**src/hdl/sslp_pkg.sv**
```systemverilog
`default_nettype none

package sslp_pkg;

  // One accepted byte as seen by the scanners.
  typedef struct packed {
    logic       active;  // byte takes part in the scan (before any NUL)
    logic       clear;   // last byte of the line: return to the idle state afterwards
    logic [7:0] ch;
  } sslp_step_t;

  typedef struct packed {
    logic        ok;
    logic [11:0] year;
    logic [3:0]  month;
    logic [4:0]  day_of_month;
    logic [4:0]  hour;
    logic [5:0]  minute;
  } sslp_date_t;

  typedef enum logic [1:0] {
    DS_SEARCH = 2'd0,
    DS_READ   = 2'd1,
    DS_DONE   = 2'd2,
    DS_FAIL   = 2'd3
  } date_status_t;

  typedef enum logic [1:0] {
    SP_SPACE  = 2'd0,
    SP_DIGITS = 2'd1,
    SP_DONE   = 2'd2
  } src_phase_t;

  localparam logic [2:0]  SYNC_LEN    = 3'd7;
  localparam logic [2:0]  SRC_FOUND   = 3'd4;
  localparam logic [3:0]  STAMP_LAST  = 4'd15;
  localparam logic [13:0] YEAR_MIN    = 14'd2000;
  localparam logic [13:0] YEAR_MAX    = 14'd2199;
  localparam logic [6:0]  MONTH_MAX   = 7'd12;
  localparam logic [6:0]  DOM_MAX     = 7'd31;
  localparam logic [6:0]  HOUR_MAX    = 7'd23;
  localparam logic [6:0]  MINUTE_MAX  = 7'd59;
  localparam logic [2:0]  SRC_SAT     = 3'd7;
  localparam logic [2:0]  SRC_MAX     = 3'd3;

  function automatic logic is_digit(input logic [7:0] c);
    return (c >= 8'h30) && (c <= 8'h39);
  endfunction

  function automatic logic is_space(input logic [7:0] c);
    return (c == 8'h20) || ((c >= 8'h09) && (c <= 8'h0d));
  endfunction

  // "synced="
  function automatic logic [7:0] sync_char(input logic [2:0] idx);
    logic [7:0] r;
    unique case (idx)
      3'd0: r = "s";
      3'd1: r = "y";
      3'd2: r = "n";
      3'd3: r = "c";
      3'd4: r = "e";
      3'd5: r = "d";
      3'd6: r = "=";
      default: r = 8'h00;
    endcase
    return r;
  endfunction

  // "src="
  function automatic logic [7:0] src_char(input logic [1:0] idx);
    logic [7:0] r;
    unique case (idx)
      2'd0: r = "s";
      2'd1: r = "r";
      2'd2: r = "c";
      default: r = "=";
    endcase
    return r;
  endfunction

  // Stamp template YYYY-MM-DDTHH:MM; zero marks a digit slot.
  function automatic logic [7:0] stamp_char(input logic [3:0] pos);
    logic [7:0] r;
    unique case (pos)
      4'd4, 4'd7: r = "-";
      4'd10:      r = "T";
      4'd13:      r = ":";
      default:    r = 8'h00;
    endcase
    return r;
  endfunction

endpackage

`default_nettype wire

```
**src/hdl/sslp_date_scan.sv**
```systemverilog
`default_nettype none

module sslp_date_scan
  import sslp_pkg::*;
(
  input  wire logic       clk,
  input  wire logic       rst_n,
  input  wire sslp_step_t step,
  output sslp_date_t      result
);

  logic [2:0]   sync_cnt_r, sync_cnt_nxt, sync_cnt_upd;
  date_status_t status_r, status_nxt, status_upd;
  logic [3:0]   pos_r, pos_nxt, pos_upd;
  logic [13:0]  year_r, year_nxt, year_upd;
  logic [6:0]   month_r, month_nxt, month_upd;
  logic [6:0]   dom_r, dom_nxt, dom_upd;
  logic [6:0]   hour_r, hour_nxt, hour_upd;
  logic [6:0]   minute_r, minute_nxt, minute_upd;
  logic [3:0]   d;
  logic [7:0]   want;
  logic         ok;

  assign d    = step.ch[3:0];
  assign want = stamp_char(pos_r);

  always_comb begin
    sync_cnt_upd = sync_cnt_r;
    status_upd   = status_r;
    pos_upd      = pos_r;
    year_upd     = year_r;
    month_upd    = month_r;
    dom_upd      = dom_r;
    hour_upd     = hour_r;
    minute_upd   = minute_r;
    if (step.active) begin
      unique case (status_r)
        DS_SEARCH: begin
          if (step.ch == sync_char(sync_cnt_r)) begin
            sync_cnt_upd = sync_cnt_r + 3'd1;
            if (sync_cnt_upd == SYNC_LEN) begin
              status_upd = DS_READ;
              pos_upd    = '0;
            end
          end else begin
            sync_cnt_upd = (step.ch == "s") ? 3'd1 : 3'd0;
          end
        end
        DS_READ: begin
          if (want == 8'h00) begin
            if (!is_digit(step.ch)) begin
              status_upd = DS_FAIL;
            end else begin
              if (pos_r < 4'd4)       year_upd   = 14'(year_r * 14'd10) + {10'd0, d};
              else if (pos_r < 4'd7)  month_upd  = 7'(month_r * 7'd10) + {3'd0, d};
              else if (pos_r < 4'd10) dom_upd    = 7'(dom_r * 7'd10) + {3'd0, d};
              else if (pos_r < 4'd13) hour_upd   = 7'(hour_r * 7'd10) + {3'd0, d};
              else                    minute_upd = 7'(minute_r * 7'd10) + {3'd0, d};
            end
          end else if (step.ch != want) begin
            status_upd = DS_FAIL;
          end
          if (status_upd == DS_READ) begin
            pos_upd = pos_r + 4'd1;
            if (pos_r == STAMP_LAST) status_upd = DS_DONE;
          end
        end
        default: begin
        end
      endcase
    end
  end

  // Check against the post-byte state so the last byte counts.
  assign ok = (status_upd == DS_DONE) &&
              (year_upd >= YEAR_MIN) && (year_upd <= YEAR_MAX) &&
              (month_upd != 7'd0) && (month_upd <= MONTH_MAX) &&
              (dom_upd != 7'd0) && (dom_upd <= DOM_MAX) &&
              (hour_upd <= HOUR_MAX) && (minute_upd <= MINUTE_MAX);

  always_comb begin
    result              = '0;
    result.ok           = ok;
    if (ok) begin
      result.year         = year_upd[11:0];
      result.month        = month_upd[3:0];
      result.day_of_month = dom_upd[4:0];
      result.hour         = hour_upd[4:0];
      result.minute       = minute_upd[5:0];
    end
  end

  always_comb begin
    if (step.clear) begin
      sync_cnt_nxt = '0;
      status_nxt   = DS_SEARCH;
      pos_nxt      = '0;
      year_nxt     = '0;
      month_nxt    = '0;
      dom_nxt      = '0;
      hour_nxt     = '0;
      minute_nxt   = '0;
    end else begin
      sync_cnt_nxt = sync_cnt_upd;
      status_nxt   = status_upd;
      pos_nxt      = pos_upd;
      year_nxt     = year_upd;
      month_nxt    = month_upd;
      dom_nxt      = dom_upd;
      hour_nxt     = hour_upd;
      minute_nxt   = minute_upd;
    end
  end

  always_ff @(posedge clk) begin
    if (!rst_n) begin
      sync_cnt_r <= '0;
      status_r   <= DS_SEARCH;
      pos_r      <= '0;
      year_r     <= '0;
      month_r    <= '0;
      dom_r      <= '0;
      hour_r     <= '0;
      minute_r   <= '0;
    end else begin
      sync_cnt_r <= sync_cnt_nxt;
      status_r   <= status_nxt;
      pos_r      <= pos_nxt;
      year_r     <= year_nxt;
      month_r    <= month_nxt;
      dom_r      <= dom_nxt;
      hour_r     <= hour_nxt;
      minute_r   <= minute_nxt;
    end
  end

endmodule

`default_nettype wire

```
**src/hdl/sslp_src_scan.sv**
```systemverilog
`default_nettype none

module sslp_src_scan
  import sslp_pkg::*;
(
  input  wire logic       clk,
  input  wire logic       rst_n,
  input  wire sslp_step_t step,
  output logic [1:0]      source
);

  logic [2:0] match_r, match_nxt, match_upd;
  src_phase_t phase_r, phase_nxt, phase_upd;
  logic [2:0] val_r, val_nxt, val_upd;
  logic       neg_r, neg_nxt, neg_upd;
  logic       take_digit;
  logic [6:0] grown;

  assign grown = 7'({4'd0, val_r} * 7'd10) + {3'd0, step.ch[3:0]};

  always_comb begin
    match_upd  = match_r;
    phase_upd  = phase_r;
    val_upd    = val_r;
    neg_upd    = neg_r;
    take_digit = 1'b0;
    if (step.active) begin
      if (match_r != SRC_FOUND) begin
        if (step.ch == src_char(match_r[1:0])) match_upd = match_r + 3'd1;
        else match_upd = (step.ch == "s") ? 3'd1 : 3'd0;
      end else begin
        unique case (phase_r)
          SP_SPACE: begin
            if (is_space(step.ch)) begin
              phase_upd = SP_SPACE;
            end else if ((step.ch == "+") || (step.ch == "-")) begin
              neg_upd   = (step.ch == "-");
              phase_upd = SP_DIGITS;
            end else if (!is_digit(step.ch)) begin
              phase_upd = SP_DONE;
            end else begin
              phase_upd  = SP_DIGITS;
              take_digit = 1'b1;
            end
          end
          SP_DIGITS: begin
            if (is_digit(step.ch)) take_digit = 1'b1;
            else phase_upd = SP_DONE;
          end
          default: begin
          end
        endcase
        // saturate the magnitude
        if (take_digit) val_upd = (grown > 7'd7) ? SRC_SAT : grown[2:0];
      end
    end
  end

  assign source = ((match_upd == SRC_FOUND) && (val_upd <= SRC_MAX) &&
                   !(neg_upd && (val_upd != 3'd0))) ? val_upd[1:0] : 2'd0;

  always_comb begin
    if (step.clear) begin
      match_nxt = '0;
      phase_nxt = SP_SPACE;
      val_nxt   = '0;
      neg_nxt   = 1'b0;
    end else begin
      match_nxt = match_upd;
      phase_nxt = phase_upd;
      val_nxt   = val_upd;
      neg_nxt   = neg_upd;
    end
  end

  always_ff @(posedge clk) begin
    if (!rst_n) begin
      match_r <= '0;
      phase_r <= SP_SPACE;
      val_r   <= '0;
      neg_r   <= 1'b0;
    end else begin
      match_r <= match_nxt;
      phase_r <= phase_nxt;
      val_r   <= val_nxt;
      neg_r   <= neg_nxt;
    end
  end

endmodule

`default_nettype wire

```
**src/hdl/sync_stamp_line_parser.sv**
```systemverilog
// Sync stamp line parser.
// Input stream: one text byte per item on in_tdata, in_tlast on the final byte of
// the line. A NUL byte ends the text early; later bytes of the line are ignored
// but in_tlast still closes the line. The first "synced=" must be followed by
// YYYY-MM-DDTHH:MM in range; the first "src=" gives the source (0-3, else 0).
// Output stream: one item per line, sent for the in_tlast byte only. out_tuser
// carries stamp_valid; the date fields and source are zero when it is low.
// Throughput: one byte per cycle, sustained, while the receiver keeps up.
// A byte lands in the input register when accepted; the line result is loaded
// into the output register when the last byte leaves the input register, which
// waits while the output register holds an item that is not taken.
// Stall: when the output register holds an item that is not taken, the input
// register holds too and in_tready drops once it is full; nothing is lost.
// Reset: synchronous, active low; clears both scanners, the NUL flag and the
// valid bits of both registers. After each line the scanners return to reset.
`default_nettype none

module sync_stamp_line_parser
  import sslp_pkg::*;
(
  input  wire logic        clk,
  input  wire logic        rst_n,
  input  wire logic        in_tvalid,
  output logic             in_tready,
  input  wire logic [7:0]  in_tdata,   // [7:0] text_byte
  input  wire logic        in_tlast,   // end_of_line
  output logic             out_tvalid,
  input  wire logic        out_tready,
  output logic [39:0]      out_tdata,  // [11:0] year, [15:12] month, [20:16] day_of_month,
                                       // [25:21] hour, [31:26] minute, [33:32] source,
                                       // [39:34] zero
  output logic             out_tuser   // [0] stamp_valid
);

  // input register
  logic       in_v_r, in_v_nxt;
  logic [7:0] in_byte_r;
  logic       in_last_r;
  // NUL seen in this line
  logic       ended_r, ended_nxt;
  // output register
  logic        out_v_r, out_v_nxt;
  logic [33:0] out_data_r;
  logic        out_user_r;

  logic       advance;
  logic       step_fire;
  sslp_step_t step;
  sslp_date_t date;
  logic [1:0] source;

  // Output slot frees up this cycle: the input register may drain into it.
  assign advance   = !out_v_r || out_tready;
  assign in_tready = !in_v_r || advance;
  assign step_fire = in_v_r && advance;

  assign step.active = step_fire && !ended_r && (in_byte_r != 8'h00);
  assign step.clear  = step_fire && in_last_r;
  assign step.ch     = in_byte_r;

  sslp_date_scan u_date (
    .clk    (clk),
    .rst_n  (rst_n),
    .step   (step),
    .result (date)
  );

  sslp_src_scan u_src (
    .clk    (clk),
    .rst_n  (rst_n),
    .step   (step),
    .source (source)
  );

  always_comb begin
    // take a new byte, hold the old one, or go empty
    if (in_tvalid && in_tready) in_v_nxt = 1'b1;
    else if (step_fire)         in_v_nxt = 1'b0;
    else                        in_v_nxt = in_v_r;

    // latch a NUL, drop the flag at end of line
    ended_nxt = ended_r;
    if (step_fire) begin
      if (in_last_r)                  ended_nxt = 1'b0;
      else if (in_byte_r == 8'h00)    ended_nxt = 1'b1;
    end

    // a line result appears only for the last byte
    out_v_nxt = advance ? (in_v_r && in_last_r) : out_v_r;
  end

  always_ff @(posedge clk) begin
    if (!rst_n) begin
      in_v_r  <= 1'b0;
      ended_r <= 1'b0;
      out_v_r <= 1'b0;
    end else begin
      in_v_r  <= in_v_nxt;
      ended_r <= ended_nxt;
      out_v_r <= out_v_nxt;
    end
  end

  // payload registers
  always_ff @(posedge clk) begin
    if (in_tvalid && in_tready) begin
      in_byte_r <= in_tdata;
      in_last_r <= in_tlast;
    end
    if (step.clear) begin
      out_user_r <= date.ok;
      out_data_r <= {(date.ok ? source : 2'd0), date.minute, date.hour,
                     date.day_of_month, date.month, date.year};
    end
  end

  assign out_tvalid = out_v_r;
  assign out_tuser  = out_user_r;
  assign out_tdata  = {6'd0, out_data_r};

  // A byte that is not the last of its line never raises a result.
  a_no_result_mid_line: assert property (@(posedge clk) disable iff (!rst_n)
    (advance && !(in_v_r && in_last_r)) |=> !out_v_r)
    else $error("result raised without an end-of-line byte");

  // An invalid stamp carries all-zero fields.
  a_invalid_zero: assert property (@(posedge clk) disable iff (!rst_n)
    (out_v_r && !out_user_r) |-> (out_data_r == 34'd0))
    else $error("invalid stamp with nonzero fields");

  // A valid stamp is within range.
  a_valid_range: assert property (@(posedge clk) disable iff (!rst_n)
    (out_v_r && out_user_r) |->
      ((out_data_r[11:0] >= 12'd2000) && (out_data_r[11:0] <= 12'd2199) &&
       (out_data_r[15:12] != 4'd0) && (out_data_r[15:12] <= 4'd12) &&
       (out_data_r[20:16] != 5'd0) && (out_data_r[25:21] <= 5'd23) &&
       (out_data_r[31:26] <= 6'd59)))
    else $error("valid stamp out of range");

  // The NUL flag never survives into the next line.
  a_nul_cleared: assert property (@(posedge clk) disable iff (!rst_n)
    step.clear |=> !ended_r)
    else $error("NUL flag kept past end of line");

endmodule

`default_nettype wire
```
**config.mk**
```make
export PLATFORM = sky130hd
export DESIGN_NAME = sync_stamp_line_parser
export DESIGN_NICKNAME = d
export VERILOG_FILES = /design/src/hdl/sslp_pkg.sv /design/src/hdl/sslp_date_scan.sv /design/src/hdl/sslp_src_scan.sv /design/src/hdl/sync_stamp_line_parser.sv
export SDC_FILE = /design/constraint.sdc
export NUM_CORES = 1
export LEC_CHECK = 0
export ABC_AREA = 1
export BUFFER_PORTS_ARGS = -buffer_cell sky130_fd_sc_hd__buf_2
export CAP_MARGIN = 20
export CORE_MARGIN = 5
export CORE_UTILIZATION = 32
export CTS_BUF_LIST = sky130_fd_sc_hd__clkbuf_16
export CTS_CLUSTER_SIZE = 10
export DETAILED_ROUTE_END_ITERATION = 10
export GPL_ROUTABILITY_DRIVEN = 0
export PLACE_DENSITY = 0.59
export SLEW_MARGIN = 10
export SYNTH_ARGS = -nofsm -noshare
export SYNTH_HDL_FRONTEND = slang
export SYNTH_SLANG_ARGS = --single-unit
```
**constraint.sdc**
```tcl
create_clock -name clk -period 3.5 [get_ports clk]
set_clock_uncertainty 0.05 [all_clocks]
set_input_delay 0.175 -clock clk [delete_from_list [all_inputs] [get_ports clk]]
set_output_delay 0.175 -clock clk [all_outputs]
set_load 0.05 [all_outputs]
```
==> impl_metrics.env <==
export IMPL_setup_viol=0
export IMPL_synth_edf_count=44
export IMPL_regToRegStartpoint="u_date.year_r[1]"
export IMPL_cts_tree="yes"
export IMPL_numCtsBuffers=9
export IMPL_synth_avg_cell_area_sq_um=7.75
export IMPL_grt_pass1_vias=6256
export IMPL_hp_start="in_tvalid"
export IMPL_synth_area_sq_um=7590
export IMPL_cp_arrival_ns=3.50
export IMPL_hold_class="in -> reg"
export IMPL_ys_warn_count=0
export IMPL_clock_latency_ns=0.36
export IMPL_peakVddDrop_mv=0.226
export IMPL_reg2reg_to="out_data_r[24]"
export IMPL_track_usage_pct=13.6
export IMPL_yosys_top_cells_area="edfxtp_1, dfxtp_1, nand2_1"
export IMPL_n_fill_cell=2450
export IMPL_status="finished, final reports clean"
export IMPL_drtIter0Drc=384
export IMPL_critPathKind="reg -> reg"
export IMPL_ys_seq_area_share_pct=34.0
export IMPL_hold_depth=3
export IMPL_area_growth_pct=17.9
export IMPL_whs_endpoint="in_v_r"
export IMPL_worstPathRequired_ns=3.68
export IMPL_clkTransAtPathRegs_ns=0.08
export IMPL_critPathMaxStageDelay_ns=0.59
export IMPL_drv_cap=0
export IMPL_r2r_cells=18
export IMPL_wirelength_mm=17.7
export IMPL_grt_overflow_total=0
export IMPL_period_minus_slack_ns=3.32
export IMPL_dieHeight_um=164
export IMPL_antenna_found_initial=0
export IMPL_synthFlopType="dfxtp_1"
export IMPL_ctsRootBufferMaster="clkbuf_16"
export IMPL_viasPerCell=4.58
export IMPL_dr_pass1_iters=5
export IMPL_finalHoldViolations=0
export IMPL_yosysMostFrequentCell="nand2_1"
export IMPL_drc=0
export IMPL_rrSetupSlack_ns=0.18
export IMPL_startpoint_type="flop"
export IMPL_power_leakage_uw=0.00415
export IMPL_core_sq_um=23400
export IMPL_numPortBuffers=49
export IMPL_timing_final_ws_setup_ns=0.177
export IMPL_max_slew_margin_pct=55.8
export IMPL_wl_per_cell_um=12.7
export IMPL_synthDistinctLibCells=50
export IMPL_floorplan_rows=56
export IMPL_crit_fanout=7
export IMPL_die_x_um=164
export IMPL_final_layout_size_suffix_gt1_share_pct=17.2
export IMPL_syn_inst=980
export IMPL_yosysTopAreaCell="edfxtp_1"
export IMPL_pwr_density_cell_nw_per_um2=288
export IMPL_synth_seq_cells=107
export IMPL_layout_nets=1164
export IMPL_initial_core_util_pct=32.5
export IMPL_finish_instance_area_sq_um=8950
export IMPL_cp_cell_sequence="ha_4 > ha_4 > fa_2 > nand2_2 > inv_1 > nand4_1 > nand2_2 > nand4_1 > nor2_2 > nand2_1 > nand2_1 > nand3_2 > nand2_2 > nand4_1 > nor2_4 > nand3_4 > clkbuf_16 > nor2_2"
export IMPL_ios=56
export IMPL_maxSlewViolCount=0
export IMPL_htree_levels=3
export IMPL_crit_slowest_cell="fa_2"
export IMPL_grt_pass1_wl_mm=29.7
export IMPL_grt_max_degree=56
export IMPL_place_area_sq_um=8340
export IMPL_fin_crit_sh_pct=94.9
export IMPL_clk_path_buf_depth=2
export IMPL_clock_sinks=107
export IMPL_routed_via_count=6373
export IMPL_dieArea_sq_um=26900
export IMPL_ant_nets=0
export IMPL_yosys_top_cells_count="nand2_1, inv_1, nor2_1"
export IMPL_antennaDiodeCount=0
export IMPL_netlist_area_leader_share_pct=17.4
export IMPL_synth_async_reset_ratio_pct=0
export IMPL_endpoint_kind="flop"
export IMPL_dp_final_hpwl_mm=13.5
export IMPL_fmax_mhz=301
export IMPL_worst_pin_slew_ns=0.656
export IMPL_place_ws_ns=0.155
## registers in the layout (all words and copies together) (netlist names), 2 cells and up
signal,cells
u_src.phase_r,2
u_date.minute_r,7
u_date.pos_r,4
out_data_r,34
u_date.hour_r,7
in_byte_r,8
u_date.status_r,2
u_src.match_r,3
u_date.sync_cnt_r,3
u_date.month_r,7
u_date.dom_r,7
u_date.year_r,14
u_src.val_r,3
## worst max-delay path, delay by kind of cell, from the launching register on
kind | cells | cell delay [ns]
buf+inv | 2 | 0.31
fa+ha+maj | 3 | 0.99
flops | 1 | 0.36
simple gates | 13 | 1.48
## layout make-up
type	count	area [sq um]	area share (%)
clock buffer	9	225	2.52
clock inverter	7	75.1	0.839
inverter	128	480	5.37
multi-input combinational	727	4470	49.9
sequential	107	2590	28.9
tap	319	399	4.46
timing repair buffer	96	709	7.93
## kinds of logic after synthesis
group / Yosys count / share of synthesized area [%]
mux: 2 / 0.264
xor+xnor: 36 / 4.15
simple gates: 509 / 31.8
compound gates: 92 / 6.64
other cells: 1 / 0.0494
flops: 107 / 34.0
fa+ha+maj: 82 / 14.6
buf+inv: 151 / 8.48
## worst max path at each step
stage	start	to	slack, ns	depth (start not counted)
6_report	u_date.year_r[1]	out_data_r[24]	0.18	18
5_1_grt	u_date.year_r[1]	out_data_r[15]	-0.02	18
4_1_cts	u_date.year_r[1]	out_data_r[8]	0.13	18
3_5_place_dp	u_date.year_r[1]	out_data_r[8]	0.15	18
3_3_place_gp	u_date.year_r[1]	out_data_r[8]	0.20	18
2_1_floorplan	out_tvalid	u_date.year_r[2]	0.1	5
## cell usage in the layout, fill, tap and decap left out, drive strengths merged
| master | n |
|---|---|
| nand2 | 256 |
| nor2 | 143 |
| inv | 129 |
| buf | 85 |
| ha | 71 |
| dfxtp | 63 |
| nand3 | 58 |
| o21ai | 45 |
| edfxtp | 44 |
| a21oi | 35 |
| nand4 | 28 |
| xnor2 | 20 |
| xor2 | 16 |
| clkbuf | 11 |
| fa | 11 |
| dlygate4sd3 | 9 |
| nand3b | 8 |
| conb | 6 |
| nor3 | 5 |
| clkinv | 3 |
| nand2b | 3 |
| or2 | 3 |
| o211ai | 2 |
| and2 | 2 |
| mux2i | 2 |
| a211oi | 2 |
| nor4 | 2 |
| clkinvlp | 2 |
| o21bai | 1 |
| a21boi | 1 |
| o21a | 1 |
| o31ai | 1 |
| a21o | 1 |
| o2111ai | 1 |
| nor3b | 1 |
| a32o | 1 |
| a31oi | 1 |
| bufinv | 1 |
## repair_timing
item	CTS	global route
buffers inserted	0	5
endpoints found under the hold margin	9	0
hold buffers	9	0
resized for setup	0	29
setup endpoints to repair	0	34
## report_power, final
group          total, uW  internal [uW]  switching [uW]
logic                201           62.7             138
clock network       1060            561             498
registers           1320           1300            11.4
## per-stage QoR
step	setup TNS, ns	util [%]	hold slack [ns]	cells	power, uW
4_1_cts	0	37.3	0.0160	1385	2610
6_report	0	38.2	0.0283	1393	2580
2_1_floorplan	0	-	0.224	985	1480
5_1_grt	-0.0769	38.2	0.0300	1393	2690
3_3_place_gp	0	35.7	0.303	1360	1530
3_5_place_dp	0	35.7	0.303	1360	1540
## layer usage
| layer | up-vias | global-route usage [%] | routed length (um) |
|---|---|---|---|
| li1 | 3342 | - | - |
| met5 | - | 0 | 0 |
| met3 | 17 | 2.41 | 857 |
| met1 | 2898 | 18.1 | 8300 |
| met4 | 0 | 3.58 | 276 |
| met2 | 116 | 22.8 | 8270 |
(Power assumes the default switching activity.)
